--- src/sv/annexb_nal_unit_splitter_unit_assert.svh ---
// Assertion macros shared by the start code splitter modules.
`ifndef ANNEXB_NAL_UNIT_SPLITTER_UNIT_ASSERT_SVH
`define ANNEXB_NAL_UNIT_SPLITTER_UNIT_ASSERT_SVH

`ifndef SYNTHESIS
// Checks a property on every clock edge outside reset.
`define ANB_ASSERT(lbl, clk, rst_n, prop, msg) \
    lbl: assert property (@(posedge clk) disable iff (!rst_n) (prop)) else $error(msg);
// Checks that a condition in one cycle brings a result in the next.
`define ANB_ASSERT_NEXT(lbl, clk, rst_n, pre, post, msg) \
    lbl: assert property (@(posedge clk) disable iff (!rst_n) (pre) |=> (post)) \
        else $error(msg);
`else
`define ANB_ASSERT(lbl, clk, rst_n, prop, msg)
`define ANB_ASSERT_NEXT(lbl, clk, rst_n, pre, post, msg)
`endif

`endif

--- src/sv/anb_pkg.sv ---
// Types, codes and helpers of the Annex B start code splitter.
`timescale 1ns / 1ps

package anb_pkg;

    // Default width of the internal unit length counter.
    localparam int LENGTH_BITS_DEF = 16;

    // Widths of the transaction fields.
    localparam int BYTE_W   = 8;
    localparam int LEN_W    = 16;
    localparam int STATUS_W = 2;

    // Most result items one stream byte can cause.
    localparam int MAX_ITEMS = 5;
    localparam int CNT_W     = 3;

    // Item kinds.
    localparam logic KIND_PAYLOAD = 1'b0;
    localparam logic KIND_END     = 1'b1;

    // End-of-unit status codes.
    localparam logic [STATUS_W-1:0] ST_START_CODE = 2'd0;
    localparam logic [STATUS_W-1:0] ST_CUT        = 2'd1;
    localparam logic [STATUS_W-1:0] ST_NO_START   = 2'd2;

    // One result item.
    typedef struct packed {
        logic                kind;
        logic [BYTE_W-1:0]   data;
        logic [LEN_W-1:0]    length;
        logic [STATUS_W-1:0] status;
        logic                last;
    } t_item;

    // The items one stream byte causes, handed to the output buffer.
    typedef struct packed {
        logic [CNT_W-1:0]            cnt;
        t_item [MAX_ITEMS-1:0]       items;
    } t_batch;

    // Builds a payload item.
    function automatic t_item f_payload(input logic [BYTE_W-1:0] b);
        t_item it;
        it        = '0;
        it.kind   = KIND_PAYLOAD;
        it.data   = b;
        return it;
    endfunction

    // Builds an end-of-unit item.
    function automatic t_item f_end(input logic [LEN_W-1:0] len,
                                    input logic [STATUS_W-1:0] st);
        t_item it;
        it        = '0;
        it.kind   = KIND_END;
        it.length = len;
        it.status = st;
        return it;
    endfunction

endpackage

--- src/sv/anb_in_if.sv ---
// Input channel: one stream byte per transaction.
`timescale 1ns / 1ps

interface anb_in_if;
    logic                          valid;
    logic                          ready;
    logic [anb_pkg::BYTE_W-1:0]    stream_byte;
    logic                          stream_end;

    modport source (output valid, output stream_byte, output stream_end, input ready);
    modport sink   (input valid, input stream_byte, input stream_end, output ready);
endinterface

--- src/sv/anb_out_if.sv ---
// Output channel: one result item per transaction.
`timescale 1ns / 1ps

interface anb_out_if;
    logic                          valid;
    logic                          ready;
    logic                          item_kind;
    logic [anb_pkg::BYTE_W-1:0]    payload_byte;
    logic [anb_pkg::LEN_W-1:0]     unit_length;
    logic [anb_pkg::STATUS_W-1:0]  unit_status;
    logic                          last_of_step;

    modport source (output valid, output item_kind, output payload_byte,
                    output unit_length, output unit_status, output last_of_step,
                    input ready);
    modport sink   (input valid, input item_kind, input payload_byte,
                    input unit_length, input unit_status, input last_of_step,
                    output ready);
endinterface

--- src/sv/anb_core.sv ---
// Input register, splitter state and the per-byte item builder.
`timescale 1ns / 1ps

module anb_core #(
    parameter int LENGTH_BITS = anb_pkg::LENGTH_BITS_DEF
) (
    input  logic              i_clk,
    input  logic              i_rst_n,
    anb_in_if.sink            i_in,
    input  logic              i_can_load,
    output logic              o_load,
    output anb_pkg::t_batch   o_batch
);

`include "annexb_nal_unit_splitter_unit_assert.svh"

    localparam logic [LENGTH_BITS-1:0] LenMax = '1;

    // Input register.
    logic                          r_in_valid;
    logic [anb_pkg::BYTE_W-1:0]    r_byte;
    logic                          r_end;

    // Splitter state.
    logic                          r_inside, n_inside;
    logic [anb_pkg::BYTE_W-1:0]    r_hb [3];
    logic [anb_pkg::BYTE_W-1:0]    n_hb [3];
    logic [1:0]                    r_hc, n_hc;
    logic [LENGTH_BITS-1:0]        r_len, n_len;

    logic                          w_tail;
    logic                          w_adv;
    anb_pkg::t_item                v_items [anb_pkg::MAX_ITEMS];
    logic [anb_pkg::CNT_W-1:0]     v_n;

    // Caps the counter to the width of the length field.
    function automatic logic [anb_pkg::LEN_W-1:0] f_cap(input logic [LENGTH_BITS-1:0] x);
        logic [31:0] w;
        w = 32'(x);
        return (w > 32'h0000_FFFF) ? 16'hFFFF : w[15:0];
    endfunction

    assign w_adv      = r_in_valid && i_can_load;
    assign o_load     = w_adv;
    assign i_in.ready = !r_in_valid || i_can_load;

    // Input register takes a byte whenever the previous one moves on.
    always_ff @(posedge i_clk) begin
        if (!i_rst_n) begin
            r_in_valid <= 1'b0;
        end else if (i_in.ready) begin
            r_in_valid <= i_in.valid;
        end
        if (i_in.ready && i_in.valid) begin
            r_byte <= i_in.stream_byte;
            r_end  <= i_in.stream_end;
        end
    end

    // Two zeros at the tail of the lookahead.
    assign w_tail = (r_hc == 2'd2 && r_hb[0] == '0 && r_hb[1] == '0) ||
                    (r_hc == 2'd3 && r_hb[1] == '0 && r_hb[2] == '0);

    // Next state and the items this byte causes.
    always_comb begin
        n_inside = r_inside;
        n_hb     = r_hb;
        n_hc     = r_hc;
        n_len    = r_len;
        v_n      = '0;
        for (int k = 0; k < anb_pkg::MAX_ITEMS; k++) begin
            v_items[k] = '0;
        end

        if (!r_inside) begin
            // Searching for 00 00 01; held count tracks trailing zeros.
            if (r_byte == 8'h01 && r_hc >= 2'd2) begin
                n_inside = 1'b1;
                n_hc     = '0;
                n_hb     = '{default: '0};
                n_len    = '0;
            end else if (r_byte == '0) begin
                if (r_hc < 2'd2) begin
                    n_hc = r_hc + 2'd1;
                end
            end else begin
                n_hc = '0;
            end
        end else if (r_byte == 8'h01 && w_tail) begin
            // Start code ends the unit; a leading zero of a four-byte code is dropped.
            if (r_hc == 2'd3 && r_hb[0] != '0) begin
                v_items[v_n] = anb_pkg::f_payload(r_hb[0]);
                v_n          = v_n + 3'd1;
                if (n_len != LenMax) begin
                    n_len = n_len + 1'b1;
                end
            end
            v_items[v_n] = anb_pkg::f_end(f_cap(n_len), anb_pkg::ST_START_CODE);
            v_n          = v_n + 3'd1;
            n_hc         = '0;
            n_hb         = '{default: '0};
            n_len        = '0;
        end else if (r_hc != 2'd3) begin
            // Lookahead still filling.
            unique case (r_hc)
                2'd0:    n_hb[0] = r_byte;
                2'd1:    n_hb[1] = r_byte;
                default: n_hb[2] = r_byte;
            endcase
            n_hc = r_hc + 2'd1;
        end else begin
            // Oldest held byte leaves as payload.
            v_items[v_n] = anb_pkg::f_payload(r_hb[0]);
            v_n          = v_n + 3'd1;
            if (n_len != LenMax) begin
                n_len = n_len + 1'b1;
            end
            n_hb[0] = r_hb[1];
            n_hb[1] = r_hb[2];
            n_hb[2] = r_byte;
        end

        // Stream end flushes the lookahead and closes the unit, or reports that no start code was seen.
        if (r_end) begin
            if (n_inside) begin
                for (int k = 0; k < 3; k++) begin
                    if (k < int'(n_hc)) begin
                        v_items[v_n] = anb_pkg::f_payload(n_hb[k]);
                        v_n          = v_n + 3'd1;
                        if (n_len != LenMax) begin
                            n_len = n_len + 1'b1;
                        end
                    end
                end
                v_items[v_n] = anb_pkg::f_end(f_cap(n_len), anb_pkg::ST_CUT);
            end else begin
                v_items[v_n] = anb_pkg::f_end('0, anb_pkg::ST_NO_START);
            end
            v_n      = v_n + 3'd1;
            n_inside = 1'b0;
            n_hb     = '{default: '0};
            n_hc     = '0;
            n_len    = '0;
        end

        if (v_n != '0) begin
            v_items[v_n - 3'd1].last = 1'b1;
        end
    end

    // Batch handed to the output buffer.
    always_comb begin
        o_batch.cnt = v_n;
        for (int k = 0; k < anb_pkg::MAX_ITEMS; k++) begin
            o_batch.items[k] = v_items[k];
        end
    end

    // State advances with each byte that leaves the input register.
    always_ff @(posedge i_clk) begin
        if (!i_rst_n) begin
            r_inside <= 1'b0;
            r_hb     <= '{default: '0};
            r_hc     <= '0;
            r_len    <= '0;
        end else if (w_adv) begin
            r_inside <= n_inside;
            r_hb     <= n_hb;
            r_hc     <= n_hc;
            r_len    <= n_len;
        end
    end

    `ANB_ASSERT(a_search_count, i_clk, i_rst_n, (!r_inside) |-> (r_hc != 2'd3), "zero run count above two while searching")
    `ANB_ASSERT_NEXT(a_end_resets, i_clk, i_rst_n, (w_adv && r_end), (!r_inside && r_hc == 2'd0 && r_len == '0), "state not cleared after stream end")
    `ANB_ASSERT(a_end_has_item, i_clk, i_rst_n, (o_load && r_end) |-> (o_batch.cnt != '0), "stream end produced no end item")

endmodule

--- src/sv/anb_obuf.sv ---
// Output result register that delivers a batch one item per transaction.
`timescale 1ns / 1ps

module anb_obuf (
    input  logic              i_clk,
    input  logic              i_rst_n,
    input  logic              i_load,
    input  anb_pkg::t_batch   i_batch,
    output logic              o_can_load,
    anb_out_if.source         o_out
);

`include "annexb_nal_unit_splitter_unit_assert.svh"

    anb_pkg::t_item               r_items [anb_pkg::MAX_ITEMS];
    logic [anb_pkg::CNT_W-1:0]    r_cnt;
    logic                         w_pop;

    assign w_pop      = o_out.valid && o_out.ready;
    assign o_can_load = (r_cnt == '0) || (r_cnt == 3'd1 && o_out.ready);

    // Head of the queue drives the port.
    assign o_out.valid        = (r_cnt != '0);
    assign o_out.item_kind    = r_items[0].kind;
    assign o_out.payload_byte = r_items[0].data;
    assign o_out.unit_length  = r_items[0].length;
    assign o_out.unit_status  = r_items[0].status;
    assign o_out.last_of_step = r_items[0].last;

    // Item count.
    always_ff @(posedge i_clk) begin
        if (!i_rst_n) begin
            r_cnt <= '0;
        end else if (i_load) begin
            r_cnt <= i_batch.cnt;
        end else if (w_pop) begin
            r_cnt <= r_cnt - 3'd1;
        end
    end

    // Item storage: load a batch or shift toward the head.
    always_ff @(posedge i_clk) begin
        if (i_load) begin
            for (int k = 0; k < anb_pkg::MAX_ITEMS; k++) begin
                r_items[k] <= i_batch.items[k];
            end
        end else if (w_pop) begin
            for (int k = 0; k < anb_pkg::MAX_ITEMS - 1; k++) begin
                r_items[k] <= r_items[k + 1];
            end
        end
    end

    `ANB_ASSERT(a_cnt_range, i_clk, i_rst_n, (r_cnt <= 3'd5), "item count above batch size")
    `ANB_ASSERT(a_last_flag, i_clk, i_rst_n, (r_cnt != '0) |-> (o_out.last_of_step == (r_cnt == 3'd1)), "last flag not on final item")
    `ANB_ASSERT_NEXT(a_drain, i_clk, i_rst_n, (w_pop && !i_load), (r_cnt == $past(r_cnt) - 3'd1), "count did not drop after a transaction")

endmodule

--- src/sv/annexb_nal_unit_splitter_unit.sv ---
// Top level of the H.264 Annex B start code splitter.
`timescale 1ns / 1ps

// Takes one Annex B byte per transaction and returns the payload bytes of each
// unit, each followed by an end item with the unit length (capped at 65535)
// and a status: ended by a start code, cut by stream end, or no start code
// seen. A byte moves from the input register into the output register. The
// block takes one byte per cycle while each byte causes at most one result
// item and the output takes each item when offered; a byte that causes
// several items (up to five at stream end) holds the single output port
// until all are taken, and the next byte waits in the input register
// meanwhile. Bytes that cause no item pass at one per cycle.
module annexb_nal_unit_splitter_unit #(
    parameter int LENGTH_BITS = anb_pkg::LENGTH_BITS_DEF
) (
    input  logic       i_clk,
    input  logic       i_rst_n,
    anb_in_if.sink     i_in,
    anb_out_if.source  o_out
);

    logic              w_can_load;
    logic              w_load;
    anb_pkg::t_batch   w_batch;

    // Byte processing and splitter state.
    anb_core #(
        .LENGTH_BITS (LENGTH_BITS)
    ) u_core (
        .i_clk      (i_clk),
        .i_rst_n    (i_rst_n),
        .i_in       (i_in),
        .i_can_load (w_can_load),
        .o_load     (w_load),
        .o_batch    (w_batch)
    );

    // Result delivery.
    anb_obuf u_obuf (
        .i_clk      (i_clk),
        .i_rst_n    (i_rst_n),
        .i_load     (w_load),
        .i_batch    (w_batch),
        .o_can_load (w_can_load),
        .o_out      (o_out)
    );

endmodule
--- src/flat_wrapper.sv ---
// flat-port wrapper written by rule: the top's interface ports become plain ports
module annexb_nal_unit_splitter_unit_flat 
#(
    parameter int LENGTH_BITS = anb_pkg::LENGTH_BITS_DEF
)
  (i_clk, i_rst_n, i_in_valid, i_in_stream_byte, i_in_stream_end, i_in_ready, o_out_valid, o_out_item_kind, o_out_payload_byte, o_out_unit_length, o_out_unit_status, o_out_last_of_step, o_out_ready);
  anb_in_if i_in_i ();
  anb_out_if o_out_i ();
  input  logic i_clk;
  input  logic i_rst_n;
  input wire logic [$bits(i_in_i.valid)-1:0] i_in_valid;
  input wire logic [$bits(i_in_i.stream_byte)-1:0] i_in_stream_byte;
  input wire logic [$bits(i_in_i.stream_end)-1:0] i_in_stream_end;
  output wire logic [$bits(i_in_i.ready)-1:0] i_in_ready;
  output wire logic [$bits(o_out_i.valid)-1:0] o_out_valid;
  output wire logic [$bits(o_out_i.item_kind)-1:0] o_out_item_kind;
  output wire logic [$bits(o_out_i.payload_byte)-1:0] o_out_payload_byte;
  output wire logic [$bits(o_out_i.unit_length)-1:0] o_out_unit_length;
  output wire logic [$bits(o_out_i.unit_status)-1:0] o_out_unit_status;
  output wire logic [$bits(o_out_i.last_of_step)-1:0] o_out_last_of_step;
  input wire logic [$bits(o_out_i.ready)-1:0] o_out_ready;
  assign i_in_i.valid = i_in_valid;
  assign i_in_i.stream_byte = i_in_stream_byte;
  assign i_in_i.stream_end = i_in_stream_end;
  assign i_in_ready = i_in_i.ready;
  assign o_out_valid = o_out_i.valid;
  assign o_out_item_kind = o_out_i.item_kind;
  assign o_out_payload_byte = o_out_i.payload_byte;
  assign o_out_unit_length = o_out_i.unit_length;
  assign o_out_unit_status = o_out_i.unit_status;
  assign o_out_last_of_step = o_out_i.last_of_step;
  assign o_out_i.ready = o_out_ready;
  annexb_nal_unit_splitter_unit #(.LENGTH_BITS(LENGTH_BITS)) u_core (.i_clk(i_clk), .i_rst_n(i_rst_n), .i_in(i_in_i), .o_out(o_out_i));
endmodule
--- config.mk ---
export PLATFORM = sky130hd
export DESIGN_NAME = annexb_nal_unit_splitter_unit_flat
export DESIGN_NICKNAME = d
export VERILOG_FILES = /design/src/sv/anb_pkg.sv /design/src/sv/anb_in_if.sv /design/src/sv/anb_out_if.sv /design/src/sv/anb_core.sv /design/src/sv/anb_obuf.sv /design/src/sv/annexb_nal_unit_splitter_unit.sv /design/src/flat_wrapper.sv
export VERILOG_INCLUDE_DIRS = /design/src /design/src/sv
export SDC_FILE = /design/constraint.sdc
export NUM_CORES = 1
export LEC_CHECK = 0
export BUFFER_PORTS_ARGS = -buffer_cell sky130_fd_sc_hd__buf_4
export CORE_MARGIN = 2
export CORE_UTILIZATION = 45
export CTS_BUF_LIST = sky130_fd_sc_hd__clkbuf_4 sky130_fd_sc_hd__clkbuf_8 sky130_fd_sc_hd__clkbuf_16
export CTS_CLUSTER_SIZE = 40
export DETAILED_ROUTE_END_ITERATION = 8
export PLACE_DENSITY = 0.68
export SLEW_MARGIN = 0
export SYNTH_ARGS = -nofsm -noshare
export SYNTH_HDL_FRONTEND = slang
export SYNTH_SLANG_ARGS = --single-unit
--- constraint.sdc ---
create_clock -name i_clk -period 13.77 [get_ports i_clk]
set_input_delay 2.0655 -clock i_clk [delete_from_list [all_inputs] [get_ports i_clk]]
set_output_delay 2.0655 -clock i_clk [all_outputs]
set_load 0.02 [all_outputs]
==> impl_metrics.py, run 1 <==
metrics = {
    "routing": {
        "dr.pass1.iters": 6,
        "num_vias": 12120,
        "drtIter0Drc": 1562,
        "wl_mm": 42.86,
        "antenna_left": 0,
        "drc": 0,
        "via_per_inst": 6.427,
        "routedWlPerCell_um": 22.73,
    },
    "place": {
        "place_congestion": 0.9947,
        "io_buffers": 42,
        "dp.final_hpwl_mm": 30.63,
        "post_dp_cell_area_um2": 13650,
        "pre_cts_slack_ns": 5.465,
        "dp_cells": 1854,
    },
    "floorplanning": {
        "rows": 62,
        "coreArea_um2": 28940,
        "dieArea_um2": 30950,
        "initial_core_util": 0.4597,
        "die_height_um": 175.9,
        "die_width_um": 175.9,
        "ios": 43,
    },
    "global_routing": {
        "grt_overflow": 0,
        "grtUsageTotal": 0.2772,
        "antenna_found_initial": 0,
        "grt_max_degree": 67,
        "grt_pass1_vias": 10830,
        "grt_pass1_wl_mm": 65.86,
    },
    "power": {
        "p_sw_frac": 0.3494,
        "clkPwrFrac": 0.270,
        "powerDensity_nw_per_um2": 139.9,
        "power_frac_comb": 0.252,
        "leakage_nw": 4.740,
        "ir_worst_vdd_uv": 145.8,
        "seq_power_share": 0.478,
        "power_switching_mw": 0.6977,
        "p_int_mw": 1.299,
    },
    "sta": {
        "fin_crit_sh": 0.6223,
        "timing.fmax_mhz": 116.7,
        "layout_min_cycle_time_ns": 8.569,
        "grt_setup_unrepaired": "false",
        "tightest_slew_ns": 1.328,
        "setup_slack_ns": 5.201,
        "clock_skew_ns": 0.03064,
        "finalSetupViolations": 0,
        "finalHoldViolations": 0,
        "hold-worst-slack_ns": 0.5232,
        "finalSetupTns_ns": 0,
        "drv_slew": 0,
        "slew-limit-headroom": 0.1125,
    },
    "clocking": {
        "root_buffer": "clkbuf_16",
        "max-clock-path-buffers": 2,
        "hold_buffers": 0,
        "htreeDepth": 4,
        "tritoncts": "done",
        "clkTransAtPathRegs_ns": 0.08,
        "clk_latency_ns": 0.47,
        "cts_sinks": 194,
        "numCtsBuffers": 17,
        "cts_setup_buffers": 0,
        "cts_resized": 0,
    },
    "synth": {
        "synth_area_per_cell_um2": 8.676,
        "yosys_most_used_dff": "edfxtp_1",
        "ys_warn_count": 0,
        "synth-seq-cells": 194,
        "synthSimpleGateAreaFrac": 0.2240,
        "ys_async_sr_fraction": 0,
        "syn-cell-area_um2": 13300,
        "synth-compound-area-share": 0.2472,
        "ys_seq_area_frac": 0.4026,
        "synthAdderAreaFrac": 0.01976,
        "synth.area.mux_share": 0.02606,
        "synthXorXnorAreaFrac": 0.02634,
        "synth_top_family_by_area": "compound AO/OA/AOI/OAI gates",
        "syn-instance-count": 1533,
        "synth_cell_types": 102,
        "synth_nets": 1567,
        "synth_edf_count": 147,
    },
    "critical_path": {
        "crit_type": "reg2reg",
        "cpMostUsedCell": "ha_1",
        "crit_required_ns": 13.94,
        "cp_slowest_stage_delay_ns": 0.80,
        "path_max_fanout": 47,
        "critPathArrivalTime_ns": 8.74,
        "crit_path_top_delay_cell": "a211oi_4",
        "cp-start-kind": "flip-flop",
        "crit_path_end_kind": "flip-flop",
    },
    "min_path": {
        "hold_class": "reg2reg",
    },
    "cells_and_area": {
        "final_nets": 1523,
        "num_antenna_cells": 0,
        "final_cell_area_um2": 14280,
        "area_delta_synth_final_pct": 7.338,
        "n_fill_cell": 2746,
        "final_cell_count_no_fill": 1886,
        "drive_gt1_frac": 0.1012,
    },
    "status": {
        "status": "complete, no violations",
    },
    "run": {
        "drv_cap": 0,
    },
}
==> worst max-delay path, delay by kind of cell, from the launching register on <==
family	cells	cell delay, ns
AOI/OAI and AO/OA	12	3.94
xor gates and xnor gates	2	0.63
adders and majority gates	4	0.97
DFF	1	0.40
and+or+nand+nor	7	1.71
buffers and inverters	3	0.61
==> per-layer routing <==
layer / global-route usage / share of wire / up-vias
met5: 0 / 0 / -
met4: 0.09056 / 0.026 / 0
met3: 0.06364 / 0.10 / 65
met2: 0.3921 / 0.42 / 669
met1: 0.4150 / 0.46 / 5783
li1: - / - / 5605
==> registers in the layout, summed over array words and instances, names as in the netlist <==
signal	flops
u_core.u_obuf.r_items	138
u_core.u_core.r_hb	24
u_core.u_core.r_len	16
u_core.u_core.r_byte	8
u_core.u_obuf.r_cnt	3
u_core.u_core.r_hc	2
u_core.u_core.r_end	1
u_core.u_core.r_in_valid	1
u_core.u_core.r_inside	1
==> path summary, 6_finish.rpt <==
path / startpoint / to / slack (ns) / cells past startpoint
max: u_core.u_core.r_hc[1] / u_core.u_obuf.r_items[0][11] / 5.20 / 28
min: u_core.u_obuf.r_items[0][35] / u_core.u_obuf.r_items[0][7] / 0.52 / 1
max reg2reg: u_core.u_core.r_hc[1] / u_core.u_obuf.r_items[0][11] / 5.20 / 28
min reg2reg: u_core.u_obuf.r_items[0][35] / u_core.u_obuf.r_items[0][7] / 0.52 / 1
==> cell usage in the layout, fill, tap and decap left out, types with 6 or more instances in the layout <==
cell	synthesis	final
a211oi_1	14	14
a21o_1	10	10
a21oi_1	83	83
a221oi_1	12	12
a22o_1	20	20
a22oi_1	55	55
a2bb2oi_1	7	7
a31oi_1	21	21
a32oi_1	12	12
and2_1	11	11
and3_1	6	6
buf_4	28	61
clkbuf_16	0	17
dfxtp_1	47	47
edfxtp_1	147	147
ha_1	21	21
inv_1	29	29
mux2i_1	29	29
nand2_1	211	209
nand2b_1	6	6
nand3_1	37	37
nand4_1	15	15
nor2_1	164	162
nor2b_1	46	46
nor3_1	35	35
nor4_1	21	21
o211ai_1	11	11
o21ai_0	131	131
o21ai_1	16	16
o22ai_1	8	8
o31ai_1	9	9
or2_2	7	7
or3_1	11	11
xnor2_1	29	29
xor2_1	11	11
==> logic make-up after synthesis <==
kind of cell | Yosys count
AOI/OAI and AO/OA | 482
xor gates and xnor gates | 40
DFF | 194
muxes | 34
and+or+nand+nor | 609
buffers and inverters | 153
adders and majority gates | 21
==> through the flow <==
step                      utilization  power (mW)
final                          0.4934       1.997
after global routing           0.4934       2.086
after CTS                      0.4934       2.000
after detailed placement       0.4718       1.467
after global placement         0.4718       1.456
after floorplan                     -       1.329
==> cell usage after synthesis, drive strengths merged (18+ instances only) <==
| master | n | area, um2 |
|---|---|---|
| a211oi | 18 | 170.2 |
| a21oi | 84 | 431.7 |
| a22o | 20 | 175.2 |
| a22oi | 55 | 412.9 |
| a31oi | 22 | 143.9 |
| buf | 57 | 357.8 |
| clkbuf | 67 | 251.5 |
| dfxtp | 47 | 940.9 |
| edfxtp | 147 | 4414 |
| ha | 21 | 262.8 |
| inv | 29 | 108.9 |
| mux2i | 29 | 290.3 |
| nand2 | 211 | 792.0 |
| nand3 | 40 | 215.2 |
| nand4 | 19 | 152.7 |
| nor2 | 166 | 633.1 |
| nor2b | 46 | 287.8 |
| nor3 | 37 | 195.2 |
| nor4 | 25 | 198.9 |
| o21ai | 148 | 744.5 |
| xnor2 | 29 | 254.0 |
==> cell type report <==
| class | count | area (um2) | share of cell area |
|---|---|---|---|
| Multi-Input combinational cell | 1186 | 7248 | 0.5077 |
| Sequential cell | 194 | 5355 | 0.3751 |
| Tap cell | 384 | 480.5 | 0.03365 |
| Timing Repair Buffer | 61 | 457.9 | 0.03208 |
| Clock buffer | 17 | 425.4 | 0.02980 |
| Clock inverter | 15 | 200.2 | 0.01402 |
| Inverter | 29 | 108.9 | 0.007625 |
==> power groups by stage <==
stage	sequential (mW)	combinational [mW]	clock, mW
after detailed placement	0.964	0.503	0
final	0.954	0.503	0.540
after global routing	0.970	0.549	0.567
after global placement	0.961	0.494	0
after floorplan	0.966	0.364	0
after CTS	0.953	0.501	0.545
(Power assumes the default switching activity.)
==> run 2: changes to the inputs <==
--- a/config.mk
+++ b/config.mk
@@ -6,13 +6,14 @@
 export SDC_FILE = /design/constraint.sdc
 export NUM_CORES = 1
 export LEC_CHECK = 0
+export ABC_AREA = 1
 export BUFFER_PORTS_ARGS = -buffer_cell sky130_fd_sc_hd__buf_4
 export CORE_MARGIN = 2
 export CORE_UTILIZATION = 45
 export CTS_BUF_LIST = sky130_fd_sc_hd__clkbuf_4 sky130_fd_sc_hd__clkbuf_8 sky130_fd_sc_hd__clkbuf_16
 export CTS_CLUSTER_SIZE = 40
 export DETAILED_ROUTE_END_ITERATION = 8
-export PLACE_DENSITY = 0.68
+export PLACE_DENSITY = 0.7
 export SLEW_MARGIN = 0
 export SYNTH_ARGS = -nofsm -noshare
 export SYNTH_HDL_FRONTEND = slang
==> constraint.sdc (replaced) <==
create_clock -name i_clk -period 7.1 [get_ports i_clk]
set_input_delay 1.065 -clock i_clk [delete_from_list [all_inputs] [get_ports i_clk]]
set_output_delay 1.065 -clock i_clk [all_outputs]
set_load 0.02 [all_outputs]
==> run 2 against run 1 <==
Final cell count grew 28%. Register-to-register slack worse by 4.6 ns. Count of clock-buffer cells in the layout up 3. Clock power up 89%. Routed wire length increased by 5.3%. Global-route usage decreased by 0.37 points. Via count is 14% higher. Area after synthesis increased by 6.9%. Hold slack lost 0.040 ns. Flip-flop and latch count unchanged. Critical endpoint is now u_core.u_obuf.r_items[0][34]. Largest power group unchanged.
==> impl_metrics.py, run 2 <==
metrics = {
    "global_routing": {
        "busiest_layer": "met2",
        "grtUsageTotal": 0.2735,
        "met1_usage": 0.3647,
        "grt_max_degree": 102,
        "grt_pass1_wl_mm": 71.01,
        "use_met2": 0.4500,
        "grt_util_met3": 0.04192,
        "grt_pass1_vias": 12860,
        "grt_overflow": 0,
        "antenna_found_initial": 0,
    },
    "critical_path": {
        "crit_required_ns": 7.39,
        "cp_slowest_stage_delay_ns": 0.60,
        "crit_cells": 27,
        "crit_path_top_delay_cell": "o21ai_0",
        "cpMostUsedCell": "inv_1",
        "crit_family": "buffers and inverters",
        "reg2regPathDepth": 27,
        "critPathBufInv": 10,
        "crit_type": "reg2reg",
        "critPathArrivalTime_ns": 6.78,
        "crit_path_end_kind": "flip-flop",
        "cp-start-kind": "flip-flop",
        "path_max_fanout": 38,
    },
    "power": {
        "powerDensity_nw_per_um2": 256.6,
        "seq_power_share": 0.476,
        "power_switching_mw": 1.315,
        "power_frac_comb": 0.263,
        "p_int_mw": 2.595,
        "leakage_nw": 5.758,
        "p_sw_frac": 0.3363,
        "clkPwrFrac": 0.261,
        "ir_worst_vdd_uv": 202.9,
    },
    "sta": {
        "finalHoldViolations": 0,
        "slew-limit-headroom": 0.2099,
        "fin_crit_sh": 0.9129,
        "tightest_slew_ns": 1.175,
        "timing.fmax_mhz": 154.3,
        "grt_setup_unrepaired": "false",
        "clock_skew_ns": 0.01307,
        "drv_slew": 0,
        "finalSetupTns_ns": 0,
        "finalSetupViolations": 0,
        "layout_min_cycle_time_ns": 6.482,
    },
    "cells_and_area": {
        "n_fill_cell": 3119,
        "area_delta_synth_final_pct": 7.145,
        "num_antenna_cells": 0,
        "regMostFlops": "u_core.u_obuf.r_items",
        "layout_commonest_cell": "nand2_1",
        "fin_util": 0.4866,
        "final_nets": 2029,
        "top_regs": "u_core.u_obuf.r_items (138), u_core.u_core.r_hb (24), u_core.u_core.r_len (16)",
        "final_cell_area_um2": 15240,
        "multi_input_area_um2": 7542,
        "largest_reg_flops": 138,
        "drive_gt1_frac": 0.1125,
        "regArea_um2": 5355,
        "layout_common_cells": "nand2_1 (611), nor2_1 (198), inv_1 (179)",
    },
    "floorplanning": {
        "coreArea_um2": 31310,
        "die_width_um": 181.8,
        "ios": 43,
        "rows": 65,
        "initial_core_util": 0.4541,
        "die_height_um": 181.8,
        "dieArea_um2": 33040,
    },
    "routing": {
        "wl_mm": 45.13,
        "dr.pass1.iters": 8,
        "antenna_left": 0,
        "via_per_inst": 5.740,
        "num_vias": 13830,
        "routedWlPerCell_um": 18.73,
        "drtIter0Drc": 1463,
        "drc": 0,
    },
    "clocking": {
        "hold_buffers": 0,
        "max-clock-path-buffers": 2,
        "numCtsBuffers": 17,
        "root_buffer": "clkbuf_16",
        "cts_resized": 0,
        "clkTransAtPathRegs_ns": 0.07,
        "clk_latency_ns": 0.45,
        "tritoncts": "done",
        "cts_setup_buffers": 0,
        "cts_sinks": 194,
        "htreeDepth": 4,
    },
    "synth": {
        "syn-instance-count": 2025,
        "ys_warn_count": 0,
        "synth_cell_types": 60,
        "synthTopCellsByArea": "edfxtp_1 (31%), nand2_1 (16%), dfxtp_1 (6.6%)",
        "synth_edf_count": 147,
        "yosys.area.top_type": "edfxtp_1",
        "yosys.area.top_type_share": 0.3104,
        "syn-cell-area_um2": 14220,
        "ys_seq_area_frac": 0.3766,
        "ys_async_sr_fraction": 0,
        "yosys_most_used_dff": "edfxtp_1",
        "synth_nets": 2059,
        "synthTopCellsByCount": "nand2_1 (613), nor2_1 (201), inv_1 (180)",
        "synth_area_per_cell_um2": 7.022,
        "yosysMostFrequentCell": "nand2_1",
        "synth-seq-cells": 194,
    },
    "place": {
        "dp.final_hpwl_mm": 33.33,
        "io_buffers": 42,
        "place_congestion": 0.9708,
        "post_dp_cell_area_um2": 14630,
    },
    "status": {
        "status": "complete, no violations",
    },
    "min_path": {
        "hold_class": "reg2reg",
        "hold-path-cell-count": 2,
    },
    "run": {
        "drv_cap": 0,
    },
}
-- run 2: changes by cell type in the layout (fill, tap and decap cells not counted), sizes merged, moves of 26 or more --
cell	delta
mux2i	-27
nor2	+61
a22oi	-53
xnor2	-26
nor3	-26
nand2	+444
nand3	+120
inv	+157
nor2b	-46
o21ai	+43
-- run 2: routing by layer --
| metal | part of all wire | vias to the layer above |
|---|---|---|
| met5 | 0 | - |
| met4 | 0.036 | 0 |
| met3 | 0.068 | 89 |
| met2 | 0.46 | 568 |
| met1 | 0.43 | 6498 |
| li1 | - | 6679 |
-- run 2: logic make-up after synthesis --
kind of cell / count (synthesis) / share of synthesized area
AOI/OAI and AO/OA: 376 / 0.1536
and+or+nand+nor: 1105 / 0.3452
muxes: 2 / 0.001408
xor gates and xnor gates: 17 / 0.01047
buffers and inverters: 310 / 0.09424
adders and majority gates: 21 / 0.01848
DFF: 194 / 0.3766
-- run 2: final timing paths --
check | from | to | slack, ns
max reg2reg | u_core.u_core.r_hc[0] | u_core.u_obuf.r_items[0][34] | 0.62
min | u_core.u_core.r_hb[7] | u_core.u_core.r_hb[7] | 0.48
max | u_core.u_core.r_hc[0] | u_core.u_obuf.r_items[0][34] | 0.62
min reg2reg | u_core.u_core.r_hb[7] | u_core.u_core.r_hb[7] | 0.48
-- run 2: power by group through the flow --
| stage | sequential, mW | combinational [mW] | clock (mW) |
|---|---|---|---|
| 2_1_floorplan | 1.89 | 0.750 | 0 |
| 3_3_place_gp | 1.87 | 1.01 | 0 |
| 3_5_place_dp | 1.89 | 1.03 | 0 |
| 4_1_cts | 1.87 | 1.03 | 1.03 |
| 5_1_grt | 1.90 | 1.12 | 1.07 |
| 6_report | 1.86 | 1.03 | 1.02 |
-- run 2: worst register-to-register path, stage by stage (launching register included) --
cell and delay [ns]:
dfxtp_1 0.40, ha_1 0.19, buf_4 0.37, inv_1 0.14, a21oi_2 0.36, inv_1 0.24
nor2_1 0.37, inv_1 0.23, ha_1 0.31, or2_2 0.30, o21ai_1 0.12, inv_1 0.11
ha_1 0.29, inv_1 0.04, o21ai_1 0.27, ha_1 0.20, inv_1 0.04, nor2_1 0.12
xor2_1 0.31, nor2_1 0.09, inv_1 0.10, nor2_1 0.05, buf_4 0.18, inv_1 0.26
nand2_1 0.33, o21ai_0 0.60, nand2_1 0.13, a21oi_1 0.18
-- run 2: through the flow --
step	hold slack, ns	power [mW]	worst slack, ns	cells
floorplan	0.4453	2.639	1.119	2025
global placement	0.4570	2.885	0.7588	2378
detailed placement	0.4737	2.914	0.7683	2378
CTS	0.4840	3.924	0.7339	2410
global route	0.4963	4.083	0.07908	2410
finish	0.4836	3.910	0.6185	2410
-- run 2: final cells by class --
type	count	area share
clock inverter	12	0.01027
tap	402	0.03301
timing repair buffer	66	0.03252
sequential	194	0.3515
inverter	195	0.04829
multi-input combinational	1521	0.4950
clock buffer	20	0.02940
